<file path="src/design/cross_min_filter_rgb_defines.svh">
// assertion macros shared by the cross min filter rtl
`ifndef CROSS_MIN_FILTER_RGB_DEFINES_SVH
`define CROSS_MIN_FILTER_RGB_DEFINES_SVH

`ifndef ASSERT_OFF
// clocked assertion, masked while reset is asserted
`define CMF_ASSERT(lbl, clk, rstn, prop, msg) \
    lbl: assert property (@(posedge clk) disable iff (!rstn) prop) else $error(msg);
// clocked assertion that also holds during reset
`define CMF_ASSERT_ALWAYS(lbl, clk, prop, msg) \
    lbl: assert property (@(posedge clk) prop) else $error(msg);
`else
`define CMF_ASSERT(lbl, clk, rstn, prop, msg)
`define CMF_ASSERT_ALWAYS(lbl, clk, prop, msg)
`endif

`endif

</file>
<file path="src/design/cmf_pkg.sv">
// shared types and constants of the cross min filter
package cmf_pkg;

    localparam int CHAN_BITS   = 8;
    localparam int CFG_W_BITS  = 11;
    localparam int CFG_H_BITS  = 12;
    localparam int CFG_D_BITS  = 12;
    localparam int CFG_I_BITS  = 1;

    // register indexes of the configuration port
    localparam logic [CFG_I_BITS-1:0] CFG_IMAGE_WIDTH  = 1'd0;
    localparam logic [CFG_I_BITS-1:0] CFG_IMAGE_HEIGHT = 1'd1;

    typedef struct packed {
        logic [CHAN_BITS-1:0] red;
        logic [CHAN_BITS-1:0] green;
        logic [CHAN_BITS-1:0] blue;
    } t_pixel;

    // one column of the line memory: row y-2 and row y-1
    typedef struct packed {
        t_pixel older;
        t_pixel prev;
    } t_line_entry;

endpackage

</file>
<file path="src/design/cmf_window.sv">
// window taps and per channel five point minimum
module cmf_window (
    input  logic                  i_clk,
    input  logic                  i_rst_n,
    input  logic                  i_advance,
    input  cmf_pkg::t_pixel       i_cur,
    input  cmf_pkg::t_line_entry  i_line,
    output cmf_pkg::t_pixel       o_min
);
    import cmf_pkg::*;

    t_pixel r_mid_centre;
    t_pixel r_mid_left;
    t_pixel r_top;
    t_pixel r_bottom;

    function automatic logic [CHAN_BITS-1:0] min5(
        input logic [CHAN_BITS-1:0] a,
        input logic [CHAN_BITS-1:0] b,
        input logic [CHAN_BITS-1:0] c,
        input logic [CHAN_BITS-1:0] d,
        input logic [CHAN_BITS-1:0] e
    );
        logic [CHAN_BITS-1:0] m;
        m = a;
        if (b < m) m = b;
        if (c < m) m = c;
        if (d < m) m = d;
        if (e < m) m = e;
        return m;
    endfunction

    always_comb begin
        o_min.red   = min5(r_mid_centre.red, i_line.prev.red, r_mid_left.red,
                           r_bottom.red, r_top.red);
        o_min.green = min5(r_mid_centre.green, i_line.prev.green, r_mid_left.green,
                           r_bottom.green, r_top.green);
        o_min.blue  = min5(r_mid_centre.blue, i_line.prev.blue, r_mid_left.blue,
                           r_bottom.blue, r_top.blue);
    end

    // taps shift one column per processed pixel
    always_ff @(posedge i_clk) begin
        if (!i_rst_n) begin
            r_mid_centre <= '0;
            r_mid_left   <= '0;
            r_top        <= '0;
            r_bottom     <= '0;
        end else if (i_advance) begin
            r_mid_centre <= i_line.prev;
            r_mid_left   <= r_mid_centre;
            r_top        <= i_line.older;
            r_bottom     <= i_cur;
        end
    end

endmodule

</file>
<file path="config.mk">
export PLATFORM = sky130hd
export DESIGN_NAME = cmf_window
export DESIGN_NICKNAME = d
export VERILOG_FILES = /design/src/design/cross_min_filter_rgb_defines.svh /design/src/design/cmf_pkg.sv /design/src/design/cmf_window.sv
export SDC_FILE = /design/constraint.sdc
export NUM_CORES = 1
export LEC_CHECK = 0
export BUFFER_PORTS_ARGS = -buffer_cell sky130_fd_sc_hd__buf_2
export CAP_MARGIN = 20
export CORE_MARGIN = 2
export CORE_UTILIZATION = 59
export CTS_CLUSTER_SIZE = 25
export DETAILED_ROUTE_END_ITERATION = 16
export PLACE_DENSITY = 0.8
export SYNTH_ARGS = -nofsm -noshare
export SYNTH_HDL_FRONTEND = slang
export SYNTH_SLANG_ARGS = --single-unit
</file>
<file path="constraint.sdc">
create_clock -name i_clk -period 9.4 [get_ports i_clk]
set_input_delay 0.47 -clock i_clk [delete_from_list [all_inputs] [get_ports i_clk]]
set_output_delay 0.47 -clock i_clk [all_outputs]
set_load 0.02 [all_outputs]
</file>
==> run_results.csv, run 1 <==
group,metric,value,unit
global_routing,grt.total_usage,24.49,%
route,drtIter0Drc,292,
clock_network,cts_setup_buffers,0,
clock_network,clock-sinks,96,
global_routing,grt_pass1_wl,26.12,mm
critical_path,worst-r2r-cell-count,2,
floorplanning,core_area,12010,um2
route,drt_wl_total,15.58,mm
critical_path,arrival,8.16,ns
critical_path,worstPathRequired,8.93,ns
worst_hold_path,hold_depth,3,
floorplanning,pin_count,99,
finish,antenna_cells,0,
timing,tightest_slew,0.8998,ns
logic_synthesis,synth_common_cells,"142 x mux2i_1, 107 x nor2b_1, 96 x dfxtp_1",
critical_path,end_kind,"output port",
route,remaining_drc_errors,0,
finish,layout.cells.non_filler,1053,
finish,nets,1051,
timing,timing.slew.headroom,40.01,%
critical_path,cp_max_fo,14,
clock_network,cts_root_buf,"clkbuf_16",
floorplanning,die_area,13220,um2
logic_synthesis,synth-edff-count,0,
global_routing,grt_pass1_vias,5509,
route,wire_per_inst,14.80,um
critical_path,start_kind,"flip-flop",
critical_path,max_stage_delay,0.64,ns
placement,gp_routability_congestion,0.9532,
logic_synthesis,synth_cell_types,64,
logic_synthesis,synth-async-reset-ratio,0,%
route,wl_met1,7.483,mm
global_routing,grt_max_degree,97,
logic_synthesis,synth.avg_cell_area,8.895,um2
route,drtPass1Iterations,5,
critical_path,slowest_stage,"or3_2",
logic_synthesis,syn-num-nets,967,
critical_path,critPathKind,"flip-flop to output port",
timing,finalSetupTns,0,ns
timing,slew_viol_final,0,
logic_synthesis,synth_top_area_cell,"dfxtp_1",
route,wl_met3,704,um
floorplanning,die_width,115.0,um
run_status,status,"finished, final reports clean",
timing,skew,0.005904,ns
floorplanning,fp-row-count,40,
global_routing,antenna_found_initial,1,
clock_network,clkTransAtPathRegs,0.07,ns
power,max-vdd-ir-drop,0.1175,mV
timing,period_share,91.82,%
floorplanning,die_h,115.0,um
timing,rsz0062_at_grt,"no",
route,route.met2.wl,7.154,mm
floorplanning,start_util,60.50,%
logic_synthesis,synth_top_flop_cell,"dfxtp_1",
clock_network,postCtsHoldBufs,0,
timing,hold_viol_final,0,
run,max-cap-violations,0,
logic_synthesis,syn_inst,817,
placement,dp_hpwl,11.86,mm
clock_network,cts_tree,"yes",
finish,post_route_cells_drive_above_1_share,16.56,%
placement,dpl_cell_area,7856,um2
worst_hold_path,hp-class,"input port to flip-flop",
route,top_layer,"met5",
clock_network,clockBufferDepth,2,
global_routing,overflow,0,
logic_synthesis,yosysMostFrequentCell,"mux2i_1",
clock_network,cts_buffers,9,
critical_path,reg2reg_slack,8.61,ns
route,drtAntennaViolNets,0,
power,power.leakage,3.837,nW
clock_network,clkLatencyLatePin,0.35,ns
finish,final_area,8147,um2
timing,period_needed,8.631,ns
placement,post-place-cells,1037,
logic_synthesis,synthTopCellsByArea,"dfxtp_1 26%, mux2i_1 20%, ha_1 13%",
power,power.density,177.3,nW/um2
logic_synthesis,yosysSeqAreaShare,26.45,%
logic_synthesis,yosysTopAreaCellShare,26.45,%
placement,numPortBuffers,98,
finish,syn_to_final_growth,12.10,%
timing,setup_viol,0,
logic_synthesis,yosysWarnings,0,
route,vias,5905,
logic_synthesis,ys_seq_elements,96,
route,vias_per_cell,5.608,
timing,max_freq,115.9,MHz
logic_synthesis,syn_area,7267,um2
clock_network,htreeDepth,3,
critical_path,cpMostUsedCell,"a21oi_1",
[logic make-up after synthesis]
| family | synth area share (%) |
|---|---|
| AO/OA/AOI/OAI | 13.58 |
| XOR/XNOR | 0.2411 |
| adder cells (fa/ha/maj) | 13.46 |
| buffers and inverters | 5.441 |
| flip-flops | 26.45 |
| multiplexers | 23.02 |
| AND/OR/NAND/NOR | 17.80 |
[per-layer routing]
layer,track usage [%],vias up
li1,-,3047
met1,32.82,2715
met2,39.57,123
met3,6.431,18
met4,5.944,2
met5,0,-
[report_power, final]
part | leakage (nW) | switching (mW) | internal (mW)
Clock | 0.135 | 0.167 | 0.187
Combinational | 2.91 | 0.364 | 0.275
Sequential | 0.790 | 0.0224 | 0.429
[critical path: cells and delay by family, from the launching register on]
family / cells / cell delay [ns]
multiplexers: 2 / 0.63
buffers and inverters: 5 / 0.71
adder cells (fa/ha/maj): 4 / 1.13
AO/OA/AOI/OAI: 15 / 2.92
AND/OR/NAND/NOR: 9 / 2.05
flip-flops: 1 / 0.38
[repair_timing]
action,4_1_cts,5_1_grt
resized for setup,0,2
endpoints found under the setup margin,0,8
endpoints found under the hold margin,0,0
[cells in the final DEF, fill, tap and decap left out, drive strengths merged, types with 9 or more instances in the layout]
| cell type | instances |
|---|---|
| nand3 | 11 |
| ha | 75 |
| nand2 | 27 |
| mux2i | 148 |
| o21ai | 20 |
| nand4 | 9 |
| nor2 | 55 |
| nor2b | 107 |
| nor3 | 10 |
| a21o | 16 |
| dfxtp | 96 |
| buf | 102 |
| clkbuf | 10 |
| a21oi | 53 |
| mux2 | 10 |
| inv | 75 |
[metrics by stage]
step / setup WS (ns) / hold WS, ns / power [mW] / utilization [%]
final: 0.7693 / 0.3648 / 1.445 / 67.82
after global routing: 0.1452 / 0.3706 / 1.541 / 67.82
after CTS: 0.6469 / 0.3586 / 1.453 / 67.75
after detailed placement: 0.8755 / 0.5337 / 1.095 / 65.41
after global placement: 1.082 / 0.5222 / 1.081 / 65.41
after floorplan: 1.475 / 0.5003 / 0.9525 / -
[final timing paths]
| check | startpoint | endpoint |
|---|---|---|
| max reg2reg | r_mid_left[17] | r_mid_left[17] |
| max | r_mid_centre[15] | o_min[15] |
| min | i_cur[18] | r_bottom[18] |
| min reg2reg | r_top[8] | r_top[8] |
[registers in the layout, indices dropped and copies added, names as in the netlist]
| register | cells |
|---|---|
| r_bottom | 24 |
| r_mid_centre | 24 |
| r_mid_left | 24 |
| r_top | 24 |
[final cells by class]
class / instances / area, um2
tap: 147 / 183.9
clock inverter: 6 / 42.54
sequential: 96 / 1922
timing repair buffer: 102 / 523.0
clock buffer: 10 / 239.0
fill: 998 / 3865
multi-input combinational: 618 / 4959
inverter: 74 / 277.8
Power figures use the tool's default switching activity.
==> run 2, diff against run 1 <==
--- a/config.mk
+++ b/config.mk
@@ -5,13 +5,15 @@
 export SDC_FILE = /design/constraint.sdc
 export NUM_CORES = 1
 export LEC_CHECK = 0
-export BUFFER_PORTS_ARGS = -buffer_cell sky130_fd_sc_hd__buf_2
 export CAP_MARGIN = 20
 export CORE_MARGIN = 2
-export CORE_UTILIZATION = 59
+export CORE_UTILIZATION = 60
 export CTS_CLUSTER_SIZE = 25
 export DETAILED_ROUTE_END_ITERATION = 16
-export PLACE_DENSITY = 0.8
+export DONT_BUFFER_PORTS = 1
+export GPL_TIMING_DRIVEN = 0
+export MAX_ROUTING_LAYER = met4
+export PLACE_DENSITY = 0.74
 export SYNTH_ARGS = -nofsm -noshare
 export SYNTH_HDL_FRONTEND = slang
 export SYNTH_SLANG_ARGS = --single-unit
==> run 2 against run 1 <==
Routed wire length grew 12%. Largest cell class unchanged. Combinational power is essentially flat. Register-to-register slack lost 0.18 ns. Clock skew is essentially flat. Worst hold slack lost 0.075 ns. Die area shrank 1.6%. Worst setup slack lost 0.20 ns. Via count shrank 2.3%.
==> run_results.csv, run 2 (synthesis gave the netlist of run 1 again) <==
group,metric,value,unit
route,drtIter0Drc,336,
timing,fin_ws,0.5656,ns
timing,skew,0.006119,ns
finish,mostFrequentLayoutCell,"mux2i_1",
route,drt_wl_total,17.52,mm
timing,period_needed,8.834,ns
clock_network,cts_buffers,9,
route,drtPass1Iterations,5,
placement,gp_routability_congestion,0.9505,
critical_path,worstSetupStartpoint,"r_mid_centre[14]",
critical_path,cp_max_fo,10,
timing,tightest_slew,0.9963,ns
route,wire_per_inst,17.89,um
timing,finalSetupTns,0,ns
timing,rsz0062_at_grt,"no",
global_routing,grt_pass1_vias,5858,
clock_network,clock-sinks,96,
critical_path,slowest_stage,"mux2i_4",
timing,slew_viol_final,0,
timing,period_share,93.98,%
critical_path,crit_end,"o_min[14]",
global_routing,overflow,0,
critical_path,cpMostUsedCell,"a21oi_1",
clock_network,cts_tree,"yes",
placement,post-place-cells,964,
run,max-cap-violations,0,
floorplanning,die_area,13010,um2
worst_hold_path,hp-class,"input port to flip-flop",
floorplanning,die_width,114.1,um
route,vias_per_cell,5.896,
global_routing,grt_pass1_wl,28.59,mm
floorplanning,fp-row-count,40,
finish,nets,978,
run_status,status,"finished, final reports clean",
global_routing,met1_usage,35.17,%
clock_network,cts_setup_buffers,0,
critical_path,start_kind,"flip-flop",
route,vias,5772,
finish,antenna_cells,0,
global_routing,antenna_found_initial,0,
timing,timing.slew.headroom,33.58,%
route,remaining_drc_errors,0,
power,max-vdd-ir-drop,0.1197,mV
global_routing,grt_util_met2,45.67,%
clock_network,postCtsHoldBufs,0,
placement,place_ws,0.4162,ns
power,power.density,186.3,nW/um2
floorplanning,pin_count,99,
critical_path,worstPathRequired,8.93,ns
placement,dp_hpwl,14.15,mm
route,drtAntennaViolNets,0,
critical_path,r2r-start,"r_mid_left[17]",
power,power.leakage,3.459,nW
floorplanning,core_area,11910,um2
global_routing,grt_busiest_layer,"met2",
critical_path,reg2reg_slack,8.43,ns
clock_network,htreeDepth,3,
timing,setup_viol,0,
floorplanning,die_h,114.1,um
finish,syn_to_final_growth,7.782,%
floorplanning,start_util,61.01,%
clock_network,clkTransAtPathRegs,0.07,ns
global_routing,use_met3,6.300,%
critical_path,worst-r2r-cell-count,3,
finish,final_cell_mix,"135 x mux2i_1, 107 x nor2b_1, 96 x dfxtp_1",
global_routing,grt_max_degree,15,
finish,layout.cells.non_filler,979,
critical_path,max_stage_delay,0.45,ns
global_routing,grt.total_usage,28.36,%
clock_network,clkLatencyLatePin,0.35,ns
timing,hold_viol_final,0,
clock_network,cts_root_buf,"clkbuf_16",
critical_path,arrival,8.36,ns
finish,post_route_cells_drive_above_1_share,7.212,%
critical_path,critPathKind,"flip-flop to output port",
critical_path,end_kind,"output port",
timing,max_freq,113.2,MHz
placement,numPortBuffers,0,
critical_path,reg2reg_to,"r_mid_left[17]",
clock_network,clockBufferDepth,2,
[run 2: cell type report]
type	instances	area, um2
flip-flops and latches	96	1922
clock buffers	11	242.7
well taps	147	183.9
multi-input cells	618	5040
plain buffers	29	121.4
clock inverters	4	45.04
fillers	1005	4079
inverters	74	277.8
[run 2: worst max-delay path, delay by kind of cell, from the launching register on]
kind | cells | cell delay [ns]
multiplexers | 2 | 0.66
AO/OA/AOI/OAI | 17 | 3.39
AND/OR/NAND/NOR | 8 | 1.48
adder cells (fa/ha/maj) | 4 | 1.20
flip-flops | 1 | 0.36
buffers and inverters | 6 | 0.91
[run 2: layer usage]
metal	part of all wire, %	vias up
met1	44	2702
li1	-	2904
met2	48	135
met4	2.7	0
met3	5.3	31
met5	0	-
[run 2: worst min-delay path by stage]
| stage | startpoint | end | cells past startpoint |
|---|---|---|---|
| final | i_cur[12] | r_bottom[12] | 2 |
| after global routing | i_line[25] | r_top[1] | 2 |
| after floorplan | r_top[8] | r_top[8] | 2 |
| after CTS | i_line[43] | r_top[19] | 2 |
| after detailed placement | r_mid_centre[23] | r_mid_centre[23] | 2 |
| after global placement | r_mid_centre[15] | r_mid_centre[15] | 2 |
[run 2: where the power goes]
part | switching, mW | internal, mW
clock network | 0.154 | 0.211
registers | 0.0233 | 0.429
logic | 0.376 | 0.266
[run 2: metrics by stage]
| step | hold WS [ns] | util (%) | power [mW] | instance area, um2 |
|---|---|---|---|---|
| finish | 0.2899 | 65.76 | 1.459 | 7833 |
| detailed placement | 0.5353 | 62.55 | 1.062 | 7451 |
| global placement | 0.5229 | 62.55 | 1.038 | 7451 |
| global route | 0.2981 | 65.76 | 1.546 | 7833 |
| floorplan | 0.5003 | - | 0.9525 | 7267 |
| CTS | 0.2844 | 64.97 | 1.426 | 7739 |
[run 2: what timing repair did]
action,4_1_cts,5_1_grt
setup endpoints to repair,0,14
endpoints found under the hold margin,0,0
resized for setup,0,24
==> run 3, diff against run 2 <==
--- a/config.mk
+++ b/config.mk
@@ -7,13 +7,12 @@
 export LEC_CHECK = 0
 export CAP_MARGIN = 20
 export CORE_MARGIN = 2
-export CORE_UTILIZATION = 60
-export CTS_CLUSTER_SIZE = 25
+export CORE_UTILIZATION = 55
+export CTS_CLUSTER_SIZE = 20
 export DETAILED_ROUTE_END_ITERATION = 16
 export DONT_BUFFER_PORTS = 1
-export GPL_TIMING_DRIVEN = 0
 export MAX_ROUTING_LAYER = met4
-export PLACE_DENSITY = 0.74
+export PLACE_DENSITY = 0.68
 export SYNTH_ARGS = -nofsm -noshare
 export SYNTH_HDL_FRONTEND = slang
 export SYNTH_SLANG_ARGS = --single-unit
==> run 3 against run 2 <==
Cell count shrank 0.20%. Critical path depth shrank 4. Utilization shrank 5.6 points. Largest power group unchanged. Highest routed layer unchanged.
==> run_results.csv, run 3 (synthesis gave the netlist of run 1 again) <==
group,metric,value,unit
finish,regArea,1922,um2
critical_path,max_stage_delay,0.64,ns
clock_network,cts_tree,"yes",
critical_path,cp_max_fo,14,
timing,period_share,92.94,%
critical_path,crit_family,"compound AO/OA/AOI/OAI gates",
critical_path,cpMostUsedCell,"a21oi_1",
timing,rsz0062_at_grt,"no",
route,drtPass1Iterations,6,
power,power.leakage,3.406,nW
timing,max_freq,114.5,MHz
critical_path,crit_buf_inv,3,
floorplanning,fp-row-count,41,
finish,layout.cells.non_filler,977,
placement,dp_hpwl,12.17,mm
finish,final_area,7681,um2
critical_path,end_kind,"output port",
critical_path,arrival,8.27,ns
clock_network,cts_root_buf,"clkbuf_16",
clock_network,clkTransAtPathRegs,0.07,ns
timing,period_needed,8.736,ns
timing,finalSetupTns,0,ns
clock_network,htreeDepth,3,
finish,final_cell_mix,"139 x mux2i_1, 107 x nor2b_1, 96 x dfxtp_1",
timing,slew_viol_final,0,
critical_path,critPathKind,"flip-flop to output port",
finish,multi_input_area,4974,um2
clock_network,postCtsHoldBufs,0,
route,vias_per_cell,5.750,
critical_path,worstPathRequired,8.93,ns
finish,syn_to_final_growth,5.699,%
clock_network,clkLatencyLatePin,0.35,ns
critical_path,reg2reg_slack,8.62,ns
global_routing,antenna_found_initial,0,
power,power.density,181.3,nW/um2
floorplanning,start_util,56.89,%
route,drtAntennaViolNets,0,
finish,mostFrequentLayoutCell,"mux2i_1",
placement,post-place-cells,961,
floorplanning,die_width,118.9,um
timing,tightest_slew,0.7951,ns
route,drt_wl_total,15.89,mm
run,max-cap-violations,0,
floorplanning,die_area,14150,um2
finish,antenna_cells,0,
floorplanning,core_area,12770,um2
global_routing,overflow,0,
floorplanning,pin_count,99,
global_routing,grt_max_degree,97,
timing,hold_viol_final,0,
clock_network,cts_resized,0,
timing,skew,0.002976,ns
critical_path,start_kind,"flip-flop",
timing,hold_ws,0.2511,ns
finish,fillers,1060,
route,remaining_drc_errors,0,
finish,nets,950,
run_status,status,"finished, final reports clean",
worst_hold_path,hp-class,"input port to flip-flop",
global_routing,grt_pass1_wl,26.79,mm
route,drtIter0Drc,287,
clock_network,clockBufferDepth,2,
power,max-vdd-ir-drop,0.1155,mV
placement,numPortBuffers,0,
placement,dpl_cell_area,7372,um2
clock_network,cts_setup_buffers,0,
route,vias,5618,
clock_network,cts_buffers,9,
global_routing,grt_pass1_vias,5484,
global_routing,grt.total_usage,23.70,%
timing,timing.slew.headroom,46.84,%
critical_path,slowest_stage,"or3_2",
timing,setup_viol,0,
floorplanning,die_h,118.9,um
finish,post_route_cells_drive_above_1_share,6.460,%
clock_network,clock-sinks,96,
route,wire_per_inst,16.27,um
placement,gp_routability_congestion,0.9263,
==> run 3: per-stage QoR <==
stage	utilization [%]	power (mW)	setup WS, ns
after CTS	59.95	1.393	0.05469
after floorplan	-	0.9525	1.475
final	60.13	1.392	0.6637
after global placement	57.71	1.013	0.7935
after detailed placement	57.71	1.034	0.3739
after global routing	60.13	1.483	0.01382
==> run 3: metal layers <==
metal	up-vias	part of all wire [%]	track usage (%)
met4	0	1.4	7.143
met5	-	0	-
met3	20	6.0	5.172
met2	128	42	33.98
met1	2635	51	33.29
li1	2835	-	-
==> run 3: cell type report <==
class,instances,share of cell area (%)
clock buffers,12,3.339
multi-input cells,618,64.75
clock inverters,4,0.3747
well taps,172,2.802
flip-flops and latches,96,25.02
repair buffers,1,0.09774
inverters,74,3.616
==> run 3: path summary, 6_finish.rpt <==
check                                 startpoint                to  cells after the start
worst max register to register    r_mid_left[17]    r_mid_left[17]                      2
worst max-delay path            r_mid_centre[15]         o_min[12]                     33
worst min register to register  r_mid_centre[20]  r_mid_centre[20]                      2
worst min-delay path                     i_rst_n         r_top[15]                      1
==> run 3: where the power goes <==
| group | internal [mW] | total (mW) | switching, mW |
|---|---|---|---|
| Combinational | 0.244 | 0.585 | 0.341 |
| Sequential | 0.429 | 0.451 | 0.0222 |
| Clock | 0.194 | 0.356 | 0.162 |
